`src/sv/calendar_to_epoch_seconds_top_macros.svh`:
```
`ifndef CALENDAR_TO_EPOCH_SECONDS_TOP_MACROS_SVH
`define CALENDAR_TO_EPOCH_SECONDS_TOP_MACROS_SVH

// same-cycle implication, sampled on clk, off during reset
`define C2E_ASSERT_NOW(lbl, ante, cons, msg) \
	lbl: assert property (@(posedge clk) disable iff (!arst_n) (ante) |-> (cons)) \
		else $error(msg);

// next-cycle implication, sampled on clk, off during reset
`define C2E_ASSERT_NEXT(lbl, ante, cons, msg) \
	lbl: assert property (@(posedge clk) disable iff (!arst_n) (ante) |=> (cons)) \
		else $error(msg);

`endif

```
`src/sv/c2e_pkg.sv`:
```
`timescale 1ns / 1ps

package c2e_pkg;

	localparam logic [11:0] YEAR_BASE    = 12'd1970;
	localparam logic [11:0] LEAPS_BASE   = 12'd477;
	localparam logic [12:0] RECIP_100    = 13'd5243;
	localparam int          RECIP_SHIFT  = 19;
	localparam logic [6:0]  CENTURY      = 7'd100;
	localparam logic [8:0]  DAYS_YEAR    = 9'd365;
	localparam logic [3:0]  MONTH_FEB    = 4'd2;
	localparam logic [11:0] SECS_HOUR    = 12'd3600;
	localparam logic [5:0]  SECS_MINUTE  = 6'd60;
	localparam logic [16:0] SECS_DAY     = 17'd86400;

	typedef logic [16:0] tod_t;
	typedef logic [31:0] days_t;

	function automatic logic [8:0] days_before_month(input logic [3:0] m);
		logic [8:0] d;
		case (m)
			4'd0:    d = 9'd0;
			4'd1:    d = 9'd0;
			4'd2:    d = 9'd31;
			4'd3:    d = 9'd59;
			4'd4:    d = 9'd90;
			4'd5:    d = 9'd120;
			4'd6:    d = 9'd151;
			4'd7:    d = 9'd181;
			4'd8:    d = 9'd212;
			4'd9:    d = 9'd243;
			4'd10:   d = 9'd273;
			4'd11:   d = 9'd304;
			4'd12:   d = 9'd334;
			4'd13:   d = 9'd365;
			4'd14:   d = 9'd396;
			default: d = 9'd427;
		endcase
		return d;
	endfunction

endpackage

```
`src/sv/c2e_days.sv`:
```
`timescale 1ns / 1ps

module c2e_days
	import c2e_pkg::*;
(
	input  logic        clk,
	input  logic        arst_n,
	input  logic        en,
	input  logic        in_valid,
	input  logic [11:0] year,
	input  logic [3:0]  month,
	input  logic [4:0]  day,
	input  logic [4:0]  hour,
	input  logic [5:0]  minute,
	input  logic [5:0]  second,
	output logic        valid_s3,
	output days_t       days_s3,
	output tod_t        tod_s3
);

	`include "calendar_to_epoch_seconds_top_macros.svh"

	// stage 1: reciprocal quotients by 100 and time-of-day products
	logic        valid_s1;
	logic [11:0] year_s1;
	logic [11:0] ym1_s1;
	logic [11:0] ydiff_s1;
	logic        gt_s1;
	logic [5:0]  q100y_s1;
	logic [5:0]  q100m1_s1;
	logic [3:0]  month_s1;
	logic [4:0]  day_s1;
	logic [16:0] hs_s1;
	logic [11:0] ms_s1;
	logic [5:0]  sec_s1;

	logic [11:0] ym1;
	logic [24:0] prod_y;
	logic [24:0] prod_m1;

	assign ym1     = year - 12'd1;
	assign prod_y  = 25'(year * RECIP_100);
	assign prod_m1 = 25'(ym1 * RECIP_100);

	always_ff @(posedge clk or negedge arst_n) begin
		if (!arst_n) begin
			valid_s1 <= 1'b0;
		end else if (en) begin
			valid_s1 <= in_valid;
		end
	end

	always_ff @(posedge clk) begin
		if (en) begin
			year_s1   <= year;
			ym1_s1    <= ym1;
			ydiff_s1  <= year - YEAR_BASE;
			gt_s1     <= (year > YEAR_BASE);
			q100y_s1  <= prod_y[RECIP_SHIFT +: 6];
			q100m1_s1 <= prod_m1[RECIP_SHIFT +: 6];
			month_s1  <= month;
			day_s1    <= day;
			hs_s1     <= 17'(hour * SECS_HOUR);
			ms_s1     <= 12'(minute * SECS_MINUTE);
			sec_s1    <= second;
		end
	end

	// stage 2: whole-year days, month days with leap fix, time of day
	logic        valid_s2;
	logic [19:0] ydays_s2;
	logic [8:0]  mdays_s2;
	logic [4:0]  day_s2;
	tod_t        tod_s2;

	logic [11:0] leaps;
	logic [12:0] cent;
	logic        rem0;
	logic        leap;

	assign leaps = {2'b00, ym1_s1[11:2]} - {6'b0, q100m1_s1}
		+ {8'b0, q100m1_s1[5:2]} - LEAPS_BASE;
	assign cent  = 13'(q100y_s1 * CENTURY);
	assign rem0  = ({1'b0, year_s1} == cent);
	assign leap  = ((year_s1[1:0] == 2'b00) && !rem0) || (rem0 && (q100y_s1[1:0] == 2'b00));

	always_ff @(posedge clk or negedge arst_n) begin
		if (!arst_n) begin
			valid_s2 <= 1'b0;
		end else if (en) begin
			valid_s2 <= valid_s1;
		end
	end

	always_ff @(posedge clk) begin
		if (en) begin
			ydays_s2 <= gt_s1 ? 20'(ydiff_s1 * DAYS_YEAR) + {8'b0, leaps} : 20'd0;
			mdays_s2 <= days_before_month(month_s1)
				+ {8'b0, (month_s1 > MONTH_FEB) && leap};
			day_s2   <= day_s1;
			tod_s2   <= hs_s1 + {5'b0, ms_s1} + {11'b0, sec_s1};
		end
	end

	// stage 3: total day count, modulo 2^32
	always_ff @(posedge clk or negedge arst_n) begin
		if (!arst_n) begin
			valid_s3 <= 1'b0;
		end else if (en) begin
			valid_s3 <= valid_s2;
		end
	end

	always_ff @(posedge clk) begin
		if (en) begin
			days_s3 <= {12'b0, ydays_s2} + {23'b0, mdays_s2} + {27'b0, day_s2} - 32'd1;
			tod_s3  <= tod_s2;
		end
	end

	`C2E_ASSERT_NEXT(a_s1_load, en, valid_s1 == $past(in_valid), "stage 1 valid lost")
	`C2E_ASSERT_NEXT(a_hold_s3, !en, $stable(valid_s3) && $stable(days_s3), "stage 3 moved on stall")

endmodule

```
`src/sv/c2e_secs.sv`:
```
`timescale 1ns / 1ps

module c2e_secs
	import c2e_pkg::*;
(
	input  logic        clk,
	input  logic        arst_n,
	input  logic        en,
	input  logic        valid_s3,
	input  days_t       days_s3,
	input  tod_t        tod_s3,
	output logic        valid_s4,
	output logic [31:0] secs_s4
);

	`include "calendar_to_epoch_seconds_top_macros.svh"

	logic [31:0] day_secs;

	assign day_secs = 32'(days_s3 * SECS_DAY);

	always_ff @(posedge clk or negedge arst_n) begin
		if (!arst_n) begin
			valid_s4 <= 1'b0;
		end else if (en) begin
			valid_s4 <= valid_s3;
		end
	end

	always_ff @(posedge clk) begin
		if (en) begin
			secs_s4 <= day_secs + {15'b0, tod_s3};
		end
	end

	`C2E_ASSERT_NEXT(a_s4_load, en, valid_s4 == $past(valid_s3), "output stage valid lost")

endmodule

```
`src/sv/calendar_to_epoch_seconds_top.sv`:
```
// accepted input beats pass stages s1, s2, s3 and s4 to the result, one beat
// per cycle unless stalled; four register stages share one advance enable
// a stall on the result side holds every stage and drops input ready
// reset: asynchronous active-low arst_n clears all stage valid bits
`timescale 1ns / 1ps

module calendar_to_epoch_seconds_top
	import c2e_pkg::*;
(
	input  logic        clk,
	input  logic        arst_n,
	input  logic        item_valid,
	output logic        item_ready,
	input  logic [11:0] year,
	input  logic [3:0]  month,
	input  logic [4:0]  day,
	input  logic [4:0]  hour,
	input  logic [5:0]  minute,
	input  logic [5:0]  second,
	output logic        result_valid,
	input  logic        result_ready,
	output logic [31:0] epoch_seconds
);

	`include "calendar_to_epoch_seconds_top_macros.svh"

	logic  en;
	logic  valid_s3;
	days_t days_s3;
	tod_t  tod_s3;

	assign en         = !result_valid || result_ready;
	assign item_ready = en;

	c2e_days u_days (
		.clk      (clk),
		.arst_n   (arst_n),
		.en       (en),
		.in_valid (item_valid),
		.year     (year),
		.month    (month),
		.day      (day),
		.hour     (hour),
		.minute   (minute),
		.second   (second),
		.valid_s3 (valid_s3),
		.days_s3  (days_s3),
		.tod_s3   (tod_s3)
	);

	c2e_secs u_secs (
		.clk      (clk),
		.arst_n   (arst_n),
		.en       (en),
		.valid_s3 (valid_s3),
		.days_s3  (days_s3),
		.tod_s3   (tod_s3),
		.valid_s4 (result_valid),
		.secs_s4  (epoch_seconds)
	);

	`C2E_ASSERT_NOW(a_stall_blocks, result_valid && !result_ready, !item_ready, "input taken during stall")
	`C2E_ASSERT_NOW(a_empty_ready, !result_valid, item_ready, "empty output but input blocked")

endmodule

```
`config.mk`:
```
export PLATFORM = sky130hd
export DESIGN_NAME = calendar_to_epoch_seconds_top
export DESIGN_NICKNAME = d
export VERILOG_FILES = /design/src/sv/c2e_pkg.sv /design/src/sv/c2e_days.sv /design/src/sv/c2e_secs.sv /design/src/sv/calendar_to_epoch_seconds_top.sv
export VERILOG_INCLUDE_DIRS = /design/src /design/src/sv
export SDC_FILE = /design/constraint.sdc
export NUM_CORES = 1
export LEC_CHECK = 0
export BUFFER_PORTS_ARGS = -buffer_cell sky130_fd_sc_hd__buf_2
export CAP_MARGIN = 20
export CORE_ASPECT_RATIO = 1.2
export CORE_MARGIN = 2
export CORE_UTILIZATION = 60
export CTS_CLUSTER_SIZE = 25
export DETAILED_ROUTE_END_ITERATION = 10
export PLACE_DENSITY = 0.73
export SLEW_MARGIN = 10
export SYNTH_ARGS = -nofsm -noshare
export SYNTH_HDL_FRONTEND = slang
export SYNTH_SLANG_ARGS = --single-unit
```
`constraint.sdc`:
```
create_clock -name clk -period 12.74 [get_ports clk]
set_input_delay 1.274 -clock clk [delete_from_list [all_inputs] [get_ports clk]]
set_output_delay 1.274 -clock clk [all_outputs]
set_load 0.005 [all_outputs]
```
== Word level (Yosys, flattened, before mapping) ==
Memory sizes are Yosys's and may differ from the RTL's. A register that Yosys moved wholly into a read port is not among the register bits.
Index checks and enable logic that the tools add are counted.

* Bits of input ports: 42
* Bits in registers: 223
* Memory bits (read-only): 144
* Latch bits: 0
* Memory bits (writable): 0
* Output and inout bits: 34
* Logic and storage cells: 57
* Memories: 1

* Shift-type cells: 0
* Magnitude comparators: 2
* $add $sub $neg: 13
* Divide/modulo/power cells: 0
* Multipliers: 7
* Eq/ne operators: 1
* Mux-type cells: 2
* Reductions and logical operators: 9
* Bitwise gates (word level): 0

{| class="wikitable"
|+ Memories
! memory !! depth !! width !! rd ports !! clocked after Yosys merged registers in !! write ports !! line !! RTL
|-
| (name not given) || 16 || 9 || 1 || 1 || 0 || c2e_pkg.sv:21 || <nowiki>case (m)</nowiki>
|}

{| class="wikitable"
|+ Operators with widths
! cell !! count
|-
| 12-bit by 13-bit multiplier with 25-bit output, second input constant || 2
|-
| 32-bit by 17-bit adder with 32-bit output || 1
|-
| 32-bit by 5-bit adder with 32-bit output || 1
|-
| 32-bit by 10-bit multiplier with 25-bit output, second input constant || 1
|-
| 32-bit by 1-bit subtractor with 32-bit output, second input constant || 1
|-
| 20-bit by 9-bit adder with 21-bit output || 1
|-
| 20-bit by 12-bit adder with 20-bit output || 1
|-
| 12-bit by 9-bit multiplier with 20-bit output, second input constant || 1
|-
| 17-bit by 12-bit adder with 17-bit output || 1
|-
| 17-bit by 6-bit adder with 17-bit output || 1
|-
| 12-bit by 13-bit equality test with 1-bit output || 1
|-
| 5-bit by 8-bit multiplier with 13-bit output, second input constant || 1
|-
| 12-bit by 4-bit adder with 12-bit output || 1
|-
| 12-bit by 11-bit > comparator with 1-bit output, second input constant || 1
|-
| 12-bit by 1-bit subtractor with 12-bit output, second input constant || 1
|-
| 12-bit by 11-bit subtractor with 12-bit output, second input constant || 1
|-
| 12-bit by 9-bit subtractor with 12-bit output, second input constant || 1
|-
| 6-bit by 5-bit multiplier with 11-bit output, second input constant || 1
|-
| 10-bit by 6-bit subtractor with 11-bit output || 1
|-
| 6-bit by 4-bit multiplier with 10-bit output, second input constant || 1
|-
| 9-bit by 1-bit adder with 9-bit output || 1
|-
| 9-bit 2-to-1 mux || 1
|-
| 4-bit by 2-bit > comparator with 1-bit output, second input constant || 1
|-
| 2-bit zero test || 2
|-
| other kinds (4) || 8
|}

== Logic depth before layout (Yosys ltp) ==
Gate-level depths: netlist of run 1.

* Depth after elaboration: 7
* Mapped depth: 29
* Mapped depth without buffers: 28

== By module ==
Synthesis of run 1 repeated with hierarchy kept, for this count alone.

* Cells, all modules: 2,177
* Area total of the unflattened synthesis: 23,631.4 um^2

{| class="wikitable"
|+ Modules (own cells, without submodules)
! module !! instances !! cells an instance !! area an instance (um^2)
|-
| c2e_days || 1 || 1,700 || 18,879.4
|-
| c2e_secs || 1 || 476 || 4,745.8
|-
| calendar_to_epoch_seconds_top || 1 || 1 || 6.3
|}

== Worst setup path after synthesis of run 1 ==
No wires, ideal clock.

* Path kind: input-to-reg
* Start: input port result_ready
* End: register with a tool-made name
* Arrival time: 9.692 ns
* Cell stages on the path: 4
* Slack: 2.906 ns
* Path buffers: 1
* Library setup time: 0.142 ns
* Path through: nand2b_1 clkbuf_1 mux2i_1 mux4_2

{| class="wikitable"
|+ RTL lines
! item !! line !! RTL
|-
| start: declaration || calendar_to_epoch_seconds_top.sv:21 || <nowiki>input logic result_ready,</nowiki>
|}

== Worst setup path in the final report of run 1 ==
* Start: input port year[1]
* End: register u_days.q100m1_s1[4] (data pin)

* Word-level cells in the longest chain between the ends: 2

{| class="wikitable"
|+ Ends and longest elaborated chain
! item !! line !! RTL
|-
| start: declaration || calendar_to_epoch_seconds_top.sv:14 || <nowiki>input logic [11:0] year,</nowiki>
|-
| 12-bit by 1-bit subtractor with 12-bit output || c2e_days.sv:41 || <nowiki>assign ym1 = year - 12'd1;</nowiki>
|-
| named net u_days.ym1[9] || c2e_days.sv:37 || <nowiki>logic [11:0] ym1;</nowiki>
|-
| 12-bit by 13-bit multiplier with 25-bit output || c2e_days.sv:43 || <nowiki>assign prod_m1 = 25'(ym1 * RECIP_100);</nowiki>
|-
| named net u_days.prod_m1[23] || c2e_days.sv:39 || <nowiki>logic [24:0] prod_m1;</nowiki>
|-
| end signal: assignment || c2e_days.sv:60 || <nowiki>q100m1_s1 <= prod_m1[RECIP_SHIFT +: 6];</nowiki>
|-
| end: declaration || c2e_days.sv:30 || <nowiki>logic [5:0] q100m1_s1;</nowiki>
|}

The timed path passes the listed nets, and every way through them passes these cells.
A chain may end at the register's enable or synchronous reset.

==> results.tsv, run 1 <==
stage	metric	value	unit
outcome	status	finished clean	
finish	layout cell share with drive strength beyond 1	6.78	%
timing	final worst path period share	62.2	%
cts	# hold bufs at CTS	0	
global_routing	Total Routing Usage GR	22.2	%
cts	CTS max path bufs	3	
cts	clock-pin slew on the worst setup and hold paths	0.06	ns
global_routing	largest net degree at the start of global routing	72	
routing	1st-iter DRT viols	491	
routing	Vias/cell	5.33	
timing	RSZ-0062 raised after global routing	false	
synthesis	Synth Warn #	0	
timing	Max Slew Vio Count	0	
routing	TritonRoute pass-1 iters	5	
routing	vias	14900	
placement	Detail Placement HPWL	35700	µm
cts	Post-CTS Resized	0	
timing	setup violators final	0	
run	# Max-Cap Violations	0	
floorplan	core region area	38600	µm²
cts	Worst-Skew Late Latency	0.55	ns
cts	H-tree depth	1	
timing	FMAX	126	MHz
finish	fillers	2995	
worst_setup_path	CP dominant cell by count	inv_1	
worst_setup_path	arrival time at the worst endpoint	8.22	ns
synthesis	Post-Synthesis Cells	2160	
floorplan	Core Rows	79	
synthesis	Most used DFF post-synth	edfxtp_1	
placement	Port Buf Inserts	75	
hold_path	Hold Path Class	reg -> reg	
timing	Tmin final	7.93	ns
synthesis	asr flop ratio synth	1.81	%
global_routing	global-route wire length before repair	73000	µm
synthesis	Mapped Area	23500	µm²
timing	Final Hold Vio Count	0	
worst_setup_path	CP max FO	12	
timing	Worst slew margin	42.2	%
routing	DR WL/cell	15.2	µm
routing	Routed Antenna Nets	0	
routing	DRC violations left	0	
floorplan	Die Area	40700	µm²
routing	Routed WL	42500	µm
cts	number of buffers created by CTS	25	
cts	CTS tree	yes	
floorplan	Initial Util	60.7	%
worst_setup_path	Worst setup EP type	flip-flop	
cts	setup bufs post-CTS	0	
floorplan	Die X	185	µm
synthesis	Seq cells post-synth	221	
cts	Clock Tree Root	clkbuf_16	
global_routing	vias in the first global route	16000	
timing	worst slew pin tran	0.867	ns
placement	Placer Congestion	0.882	
finish	Antenna diodes	0	
synthesis	Avg Inst Size Synth	10.9	µm²
finish	Area Growth Syn to Fin	8.02	%
floorplan	Die Span Y	221	µm
global_routing	gr ovfl total	0	
synthesis	sequential area share after synthesis	27.8	%
cts	clk sink count	221	
floorplan	io pins	76	
finish	number of nets in the layout	2941	
timing	Clock Skews	0.0125	ns
global_routing	antenna violations before repair	1	
worst_setup_path	CP Class	in -> reg	
synthesis	Synth Net Count	2847	
synthesis	EDFF count, synth	208	
worst_setup_path	crit path launch type	input port	
synthesis	Yosys cell types	78	
worst_setup_path	Crit-path slowest cell	xnor2_1	
worst_setup_path	CP required	13.04	ns
worst_setup_path	CP peak stage delay	0.64	ns
timing	setup TNS	0	ns
==> layout by cell type (no fill, tap or decap), types with 28 or more instances in the layout <==
master / n
a21o_1: 42
buf_2: 75
xnor2_1: 146
a21oi_1: 82
nor3_1: 28
inv_1: 470
fa_1: 201
nor2_1: 65
o21ai_0: 45
ha_1: 444
nand2_1: 57
edfxtp_1: 208
nand3_1: 29
xor2_1: 57
==> metal layers <==
layer	global-route usage, %	wire length, µm	up-vias
li1	-	-	7426
met1	22.9	15800	7190
met2	45.2	23800	211
met3	2.19	1160	94
met4	9.01	1720	2
met5	0	11	-
==> state kept, by name (all words and copies together), names as in the netlist, 11 cells and up, named ones only <==
name	cells
u_days.tod_s2	17
u_secs.secs_s4	32
u_days.ydiff_s1	12
u_days.days_s3	25
u_days.hs_s1	12
u_days.year_s1	11
u_days.tod_s3	17
u_days.ydays_s2	20
==> worst paths after layout <==
| path | endpoint | slack [ns] | from | cells after the start |
|---|---|---|---|---|
| worst max-delay path | u_days.q100m1_s1[4] | 4.81 | year[1] | 25 |
| worst max register to register | u_days.ydays_s2[19] | 7.27 | u_days.ym1_s1[2] | 23 |
| worst min-delay path | u_days.tod_s3[15] | 0.41 | u_days.tod_s2[15] | 0 |
| min in group asynchronous | u_days.valid_s3 | 0.52 | arst_n | 1 |
| worst min register to register | u_days.tod_s3[15] | 0.41 | u_days.tod_s2[15] | 0 |
| max in group asynchronous | u_days.valid_s2 | 12.10 | arst_n | 1 |
==> synth_stat cells, drive strengths merged (23+ instances only) <==
cell,count,area [µm²]
inv,471,1770
o21ai,46,230
a21o,42,315
a21oi,83,427
xor2,57,499
fa,201,4020
nor3,29,150
o21bai,23,173
nor2,65,244
xnor2,147,1300
ha,444,5560
edfxtp,208,6250
nor2b,24,150
nand2,57,214
nand3,29,145
==> critical path: cells and delay by family <==
family / cells / cell delay, ns
AND/OR/NAND/NOR: 2 / 0.40
XOR/XNOR: 2 / 0.81
buffers and inverters: 6 / 0.64
AO/OA/AOI/OAI: 8 / 2.16
adder cells (fa/ha/maj): 7 / 2.92
==> cell families (layout without fill, tap and decap cells) <==
kind of cell / Yosys count / count (layout) / synth area share [%]
compound gates: 295 / 295 / 8.59
buf+inv: 483 / 596 / 7.74
xor+xnor: 204 / 204 / 7.65
mux: 14 / 14 / 0.677
simple gates: 298 / 298 / 6.72
fa+ha+maj: 645 / 645 / 40.8
flops: 221 / 221 / 27.8
==> metrics by stage <==
step / setup WS, ns / utilization [%] / area (µm²) / instances / hold WS (ns)
floorplan: 2.91 / - / 23500 / 2160 / 0.400
global placement: 4.50 / 63.4 / 24500 / 2753 / 0.400
detailed placement: 4.24 / 63.4 / 24500 / 2753 / 0.405
CTS: 4.81 / 65.6 / 25400 / 2799 / 0.418
global route: 4.33 / 65.6 / 25400 / 2799 / 0.422
finish: 4.81 / 65.6 / 25400 / 2799 / 0.411
==> layout make-up <==
cell class / instances / area [µm²] / share of cell area (%)
clock inverters: 12 / 180 / 0.711
multi-input cells: 1456 / 15100 / 59.7
flip-flops and latches: 221 / 6530 / 25.7
inverters: 471 / 1770 / 6.97
repair buffers: 79 / 405 / 1.60
well taps: 526 / 658 / 2.60
clock buffers: 34 / 679 / 2.68
Power of run 1 is left out: the tool's default activity adds up to more than one toggle a clock period on the data nets, which glitch-free logic cannot reach.
==> inputs of run 2 (changes only) <==
- CORE_UTILIZATION: 60 -> 59
- PLACE_DENSITY: 0.73 -> 0.75
- clock period: 12.74 -> 6.6 ns (I/O delays scaled with it)
==> results.tsv, run 2 (synthesis gave the netlist of run 1 again) <==
stage	metric	value	unit	change
finish	layout cell share with drive strength beyond 1	8.45	%	+1.7 points
cts	Clock Tree Root	clkbuf_16		
floorplan	Initial Util	59.4	%	-1.4 points
timing	Tmin final	6.25	ns	
cts	H-tree depth	1		unchanged
timing	Clock Skews	0.0199	ns	+0.00745 ns
timing	RSZ-0062 raised after global routing	false		
floorplan	Die Area	41400	µm²	+1.7%
finish	Antenna diodes	0		unchanged
worst_setup_path	arrival time at the worst endpoint	6.54	ns	-1.68 ns
routing	Routed Antenna Nets	0		unchanged
finish	Top Registers	u_secs.secs_s4: 32 flops, u_days.days_s3: 25 flops, u_days.ydays_s2: 20 flops		
cts	Worst-Skew Late Latency	0.56	ns	about the same
global_routing	vias in the first global route	16300		+1.9%
hold_path	Hold Crit Depth	1		+1
finish	commonest non-fill, non-tap cell in the layout	inv_1		
cts	CTS tree	yes		
hold_path	hold_sp	second[4]		
global_routing	global-route wire length before repair	73800	µm	+1.2%
routing	1st-iter DRT viols	482		-1.8%
routing	Vias/cell	5.30		-0.59%
routing	TritonRoute pass-1 iters	6		+1
placement	Placer Congestion	0.912		+3.4%
worst_setup_path	WP depth	28		+12%
worst_setup_path	CP top delay family	adder cells		
worst_setup_path	Worst setup EP type	flip-flop		
worst_setup_path	Buf+Inv Stages, Crit Path	8		+2
finish	fillers	3068		+2.4%
global_routing	gr ovfl total	0		unchanged
cts	number of buffers created by CTS	24		-4.0%
worst_setup_path	worst r2r src	u_days.ym1_s1[2]		
worst_setup_path	CP peak stage delay	0.55	ns	-0.09 ns
finish	Area Growth Syn to Fin	9.20	%	
placement	Detail Placement HPWL	36200	µm	+1.4%
worst_setup_path	CP required	6.89	ns	-6.15 ns
timing	FMAX	160	MHz	
worst_setup_path	CP max FO	4		-8
cts	setup bufs post-CTS	0		unchanged
placement	Port Buf Inserts	75		unchanged
floorplan	io pins	76		unchanged
placement	dpl ws	-0.273	ns	-4.51 ns
floorplan	Core Rows	80		+1.3%
timing	Final Hold Vio Count	0		unchanged
timing	Worst slew margin	51.5	%	+9.3 points
worst_setup_path	CP startpoint	year[1]		
worst_setup_path	crit path launch type	input port		
cts	clock-pin slew on the worst setup and hold paths	0.07	ns	about the same
hold_path	Hold Path Class	in -> reg		
cts	CTS max path bufs	3		unchanged
routing	DR WL/cell	15.1	µm	-0.78%
timing	fin worst setup slack	0.347	ns	-4.47 ns
global_routing	largest net degree at the start of global routing	123		+71%
finish	max reg flops	32		unchanged
timing	worst slew pin tran	0.719	ns	-0.148 ns
cts	clk sink count	221		unchanged
run	# Max-Cap Violations	0		unchanged
timing	Max Slew Vio Count	0		unchanged
worst_setup_path	CP dominant cell by count	inv_1		
timing	final worst path period share	94.7	%	
worst_setup_path	R2R cell count	23		unchanged
worst_setup_path	CP Class	in -> reg		
floorplan	Die X	186	µm	+0.83%
routing	vias	15100		+0.87%
floorplan	core region area	39500	µm²	+2.3%
finish	most frequent cells in the layout	inv_1, ha_1, edfxtp_1		
routing	Routed WL	42800	µm	+0.67%
finish	number of nets in the layout	2977		+1.2%
finish	multi-input logic area	15200	µm²	+0.42%
worst_setup_path	Crit-path slowest cell	fa_1		
floorplan	Die Span Y	222	µm	+0.83%
timing	setup violators final	0		unchanged
finish	largest register by flop count	u_secs.secs_s4		
routing	DRC violations left	0		unchanged
outcome	status	finished clean		
global_routing	Total Routing Usage GR	22.0	%	-0.17 points
global_routing	antenna violations before repair	0		-1
finish	Reg area	6530	µm²	unchanged
## run 2: cell count changes in the layout (fill, tap and decap cells not counted), sizes merged
cell         delta
inv             -1
buf            +36
dlygate4sd3     +1
bufinv          -2
clkbuf          -4
clkinv          +4
## run 2: worst reg2reg max path, cell delays in order, from the launching register on
cell and delay (ns):
edfxtp_1 0.35, inv_1 0.06, ha_1 0.16, inv_1 0.06, fa_1 0.47, inv_1 0.04
ha_1 0.26, inv_1 0.04, ha_1 0.21, fa_1 0.39, a21oi_1 0.19, o21bai_1 0.12
a21oi_1 0.27, xnor2_1 0.16, fa_1 0.50, inv_1 0.04, ha_1 0.35, a21o_1 0.20
a31o_2 0.22, a41oi_1 0.25, a211oi_1 0.17, a41oi_1 0.46, mux2i_1 0.25, nand4_1 0.09
## run 2: routing by layer
metal  global-route usage (%)  wire length, µm  vias up  part of all wire [%]
met5                        0                0        -                     0
li1                         -                -     7511                     -
met1                     23.5            16100     7255                    38
met3                     2.07             1060       93                   2.5
met4                     8.36             1670        0                   3.9
met2                     43.7            23900      194                    56
## run 2: layout make-up
cell class / count / share of cell area, %
Multi-Input combinational cell: 1456 / 59.3
Sequential cell: 221 / 25.5
Inverter: 471 / 6.90
Timing Repair Buffer: 116 / 2.72
Tap cell: 533 / 2.60
Clock buffer: 30 / 2.43
Clock inverter: 13 / 0.571
## run 2: metrics by stage
stage / hold WS, ns / instances / setup TNS, ns / util, % / area, µm²
final: 0.273 / 2840 / 0 / 64.8 / 25600
after global routing: 0.259 / 2840 / 0 / 64.8 / 25600
after CTS: 0.254 / 2840 / 0 / 64.8 / 25600
after detailed placement: 0.405 / 2796 / -0.678 / 62.8 / 24800
after global placement: 0.400 / 2796 / -0.153 / 62.8 / 24800
after floorplan: 0.364 / 2160 / 0 / - / 23500
## run 2: final timing paths
path                                       endpoint  slack [ns]
min in group asynchronous           u_days.valid_s2        0.43
worst max-delay path            u_days.q100m1_s1[4]        0.35
worst max register to register  u_days.ydays_s2[19]        1.04
max in group asynchronous           u_days.valid_s1        6.05
worst min register to register    u_days.tod_s3[13]        0.41
worst min-delay path               u_days.sec_s1[4]        0.27
## run 2: repair_timing
item,in CTS,in global routing
resized for setup,0,1
endpoints found under the setup margin,0,2
hold buffers,1,0
hold endpoints to repair,4,0
Power of run 2 is left out for the same reason.
==> inputs of run 3 (changes only) <==
- SYNTH_HIERARCHICAL: unset -> 1
==> results.tsv, run 3 <==
stage	metric	value	unit	change
outcome	status	finished clean		
cts	clock-pin slew on the worst setup and hold paths	0.06	ns	about the same
worst_setup_path	worst r2r src	u_days/ym1_s1[2]		
timing	Final Hold Vio Count	0		unchanged
finish	most frequent cells in the layout	inv_1, ha_1, edfxtp_1		
finish	multi-input logic area	15200	µm²	+0.30%
finish	largest register by flop count	u_secs/secs_s4		
routing	Routed WL	43500	µm	+1.8%
timing	Clock Skews	0.0145	ns	-0.00539 ns
global_routing	antenna violations before repair	2		+2
routing	Vias/cell	5.37		+1.2%
run	# Max-Cap Violations	0		unchanged
placement	Placer Congestion	0.919		+0.82%
finish	Reg area	6470	µm²	-0.92%
finish	max reg flops	32		unchanged
cts	Post-CTS Resized	0		unchanged
cts	H-tree depth	1		unchanged
timing	setup violators final	0		unchanged
cts	clk sink count	219		-0.90%
finish	Area Growth Syn to Fin	8.70	%	
timing	Max Slew Vio Count	0		unchanged
worst_setup_path	Worst setup EP type	flip-flop		
synthesis	Synth Warn #	6		+6
worst_setup_path	CP Class	in -> reg		
routing	TritonRoute pass-1 iters	5		-1
finish	Top Registers	u_secs/secs_s4: 32 flops, u_days/days_s3: 23 flops, u_days/ydays_s2: 20 flops		
routing	DR WL/cell	15.3	µm	+1.9%
cts	CTS tree	yes		
timing	RSZ-0062 raised after global routing	false		
timing	FMAX	165	MHz	+3.4%
placement	Post-Place Cell Area	24800	µm²	-0.17%
synthesis	Mapped Area	23600	µm²	+0.47%
finish	Final Instance Area	25600	µm²	about the same
finish	number of nets in the layout	2984		+0.24%
cts	CTS max path bufs	3		unchanged
hold_path	Hold Path Class	in -> reg		
global_routing	Total Routing Usage GR	21.8	%	-0.21 points
placement	Port Buf Inserts	75		unchanged
synthesis	Synth Net Count	2867		+0.70%
finish	layout cell share with drive strength beyond 1	8.21	%	-0.24 points
timing	setup TNS	0	ns	unchanged
global_routing	largest net degree at the start of global routing	77		-37%
hold_path	Hold Crit Depth	1		unchanged
cts	Clock Tree Root	clkbuf_16		
routing	Routed Antenna Nets	0		unchanged
global_routing	global-route wire length before repair	75000	µm	+1.6%
hold_path	hold_sp	day[1]		
global_routing	gr ovfl total	0		unchanged
worst_setup_path	CP required	6.87	ns	-0.02 ns
floorplan	Die X	186	µm	+0.23%
timing	Worst slew margin	28.5	%	-23 points
timing	final worst path period share	91.6	%	-3.2 points
routing	1st-iter DRT viols	505		+4.8%
finish	fillers	3098		+0.98%
finish	commonest non-fill, non-tap cell in the layout	inv_1		
worst_setup_path	arrival time at the worst endpoint	6.32	ns	-0.22 ns
hold_path	Hold Path Sink	u_days/day_s1[1]		
worst_setup_path	R2R cell count	23		unchanged
floorplan	Die Area	41600	µm²	+0.47%
floorplan	io pins	76		unchanged
synthesis	Avg Inst Size Synth	10.9	µm²	about the same
floorplan	Initial Util	59.5	%	+0.13 points
floorplan	Core Rows	80		unchanged
worst_setup_path	CP max FO	4		unchanged
cts	setup bufs post-CTS	0		unchanged
worst_setup_path	crit path launch type	input port		
placement	Post-Place Cells	2794		-0.072%
floorplan	Die Span Y	223	µm	+0.23%
timing	Fin Hold WS	0.315	ns	+0.0425 ns
routing	vias	15200		+1.1%
cts	number of buffers created by CTS	23		-4.2%
cts	Worst-Skew Late Latency	0.52	ns	-0.04 ns
timing	worst slew pin tran	1.07	ns	+0.354 ns
synthesis	Post-Synthesis Cells	2170		+0.46%
global_routing	vias in the first global route	16500		+1.1%
routing	DRC violations left	0		unchanged
placement	Detail Placement HPWL	36700	µm	+1.5%
floorplan	core region area	39600	µm²	+0.25%
finish	Final Non-Filler Cells	2837		-0.11%
worst_setup_path	flop-to-flop setup slack	0.99	ns	-0.05 ns
worst_setup_path	CP startpoint	year[1]		
worst_setup_path	r2r endpoint	u_days/ydays_s2[17]		
timing	Tmin final	6.04	ns	-0.208 ns
-- run 3: layout make-up --
| class | count | area share [%] |
|---|---|---|
| well taps | 533 | 2.60 |
| flip-flops and latches | 219 | 25.2 |
| inverters | 477 | 7.00 |
| repair buffers | 109 | 2.47 |
| clock inverters | 8 | 0.508 |
| diodes | 2 | 0.0195 |
| multi-input cells | 1457 | 59.5 |
| clock buffers | 32 | 2.70 |
-- run 3: worst max-delay path by stage --
stage | endpoint | slack [ns] | depth (start not counted)
after floorplan | u_days/q100m1_s1[2] | 0.32 | 24
after global placement | u_days/q100m1_s1[2] | 0.11 | 23
after detailed placement | u_days/q100m1_s1[2] | 0.02 | 25
after CTS | u_days/q100m1_s1[2] | 0.59 | 24
after global routing | u_days/q100m1_s1[2] | 0.27 | 27
final | u_days/q100m1_s1[2] | 0.56 | 24
-- run 3: through the flow --
stage	utilization, %	worst slack [ns]
after floorplan	-	0.323
after global placement	62.5	0.110
after detailed placement	62.5	0.0246
after CTS	64.6	0.591
after global routing	64.7	0.271
final	64.7	0.555
-- run 3: layer usage --
metal  up-vias  track usage [%]  wire [µm]  share of wire, %
met3        84             1.84        885               2.0
li1       7560                -          -                 -
met2       196             44.2      24000                55
met4         0             9.24       1830               4.2
met1      7384             22.8      16800                39
met5         -                0          0                 0
-- run 3: worst max-delay path: stages --
cell,delay [ns]
buf_2,0.11
inv_1,0.11
ha_1,0.24
nand2b_4,0.09
a2111oi_4,0.48
nand2_1,0.12
xnor2_1,0.18
ha_1,0.33
inv_1,0.07
fa_1,0.54
inv_1,0.07
fa_1,0.54
inv_1,0.06
fa_1,0.50
fa_1,0.56
inv_1,0.04
ha_1,0.29
nand3_1,0.10
a211oi_1,0.17
a2111oi_0,0.13
o31ai_1,0.43
and2_1,0.26
o22ai_2,0.10
xnor2_1,0.13
-- run 3: what timing repair did --
item / 4_1_cts / 5_1_grt
hold buffers: 1 / 0
hold endpoints to repair: 4 / 0
endpoints found under the setup margin: 0 / 0
Power of run 3 is left out for the same reason.
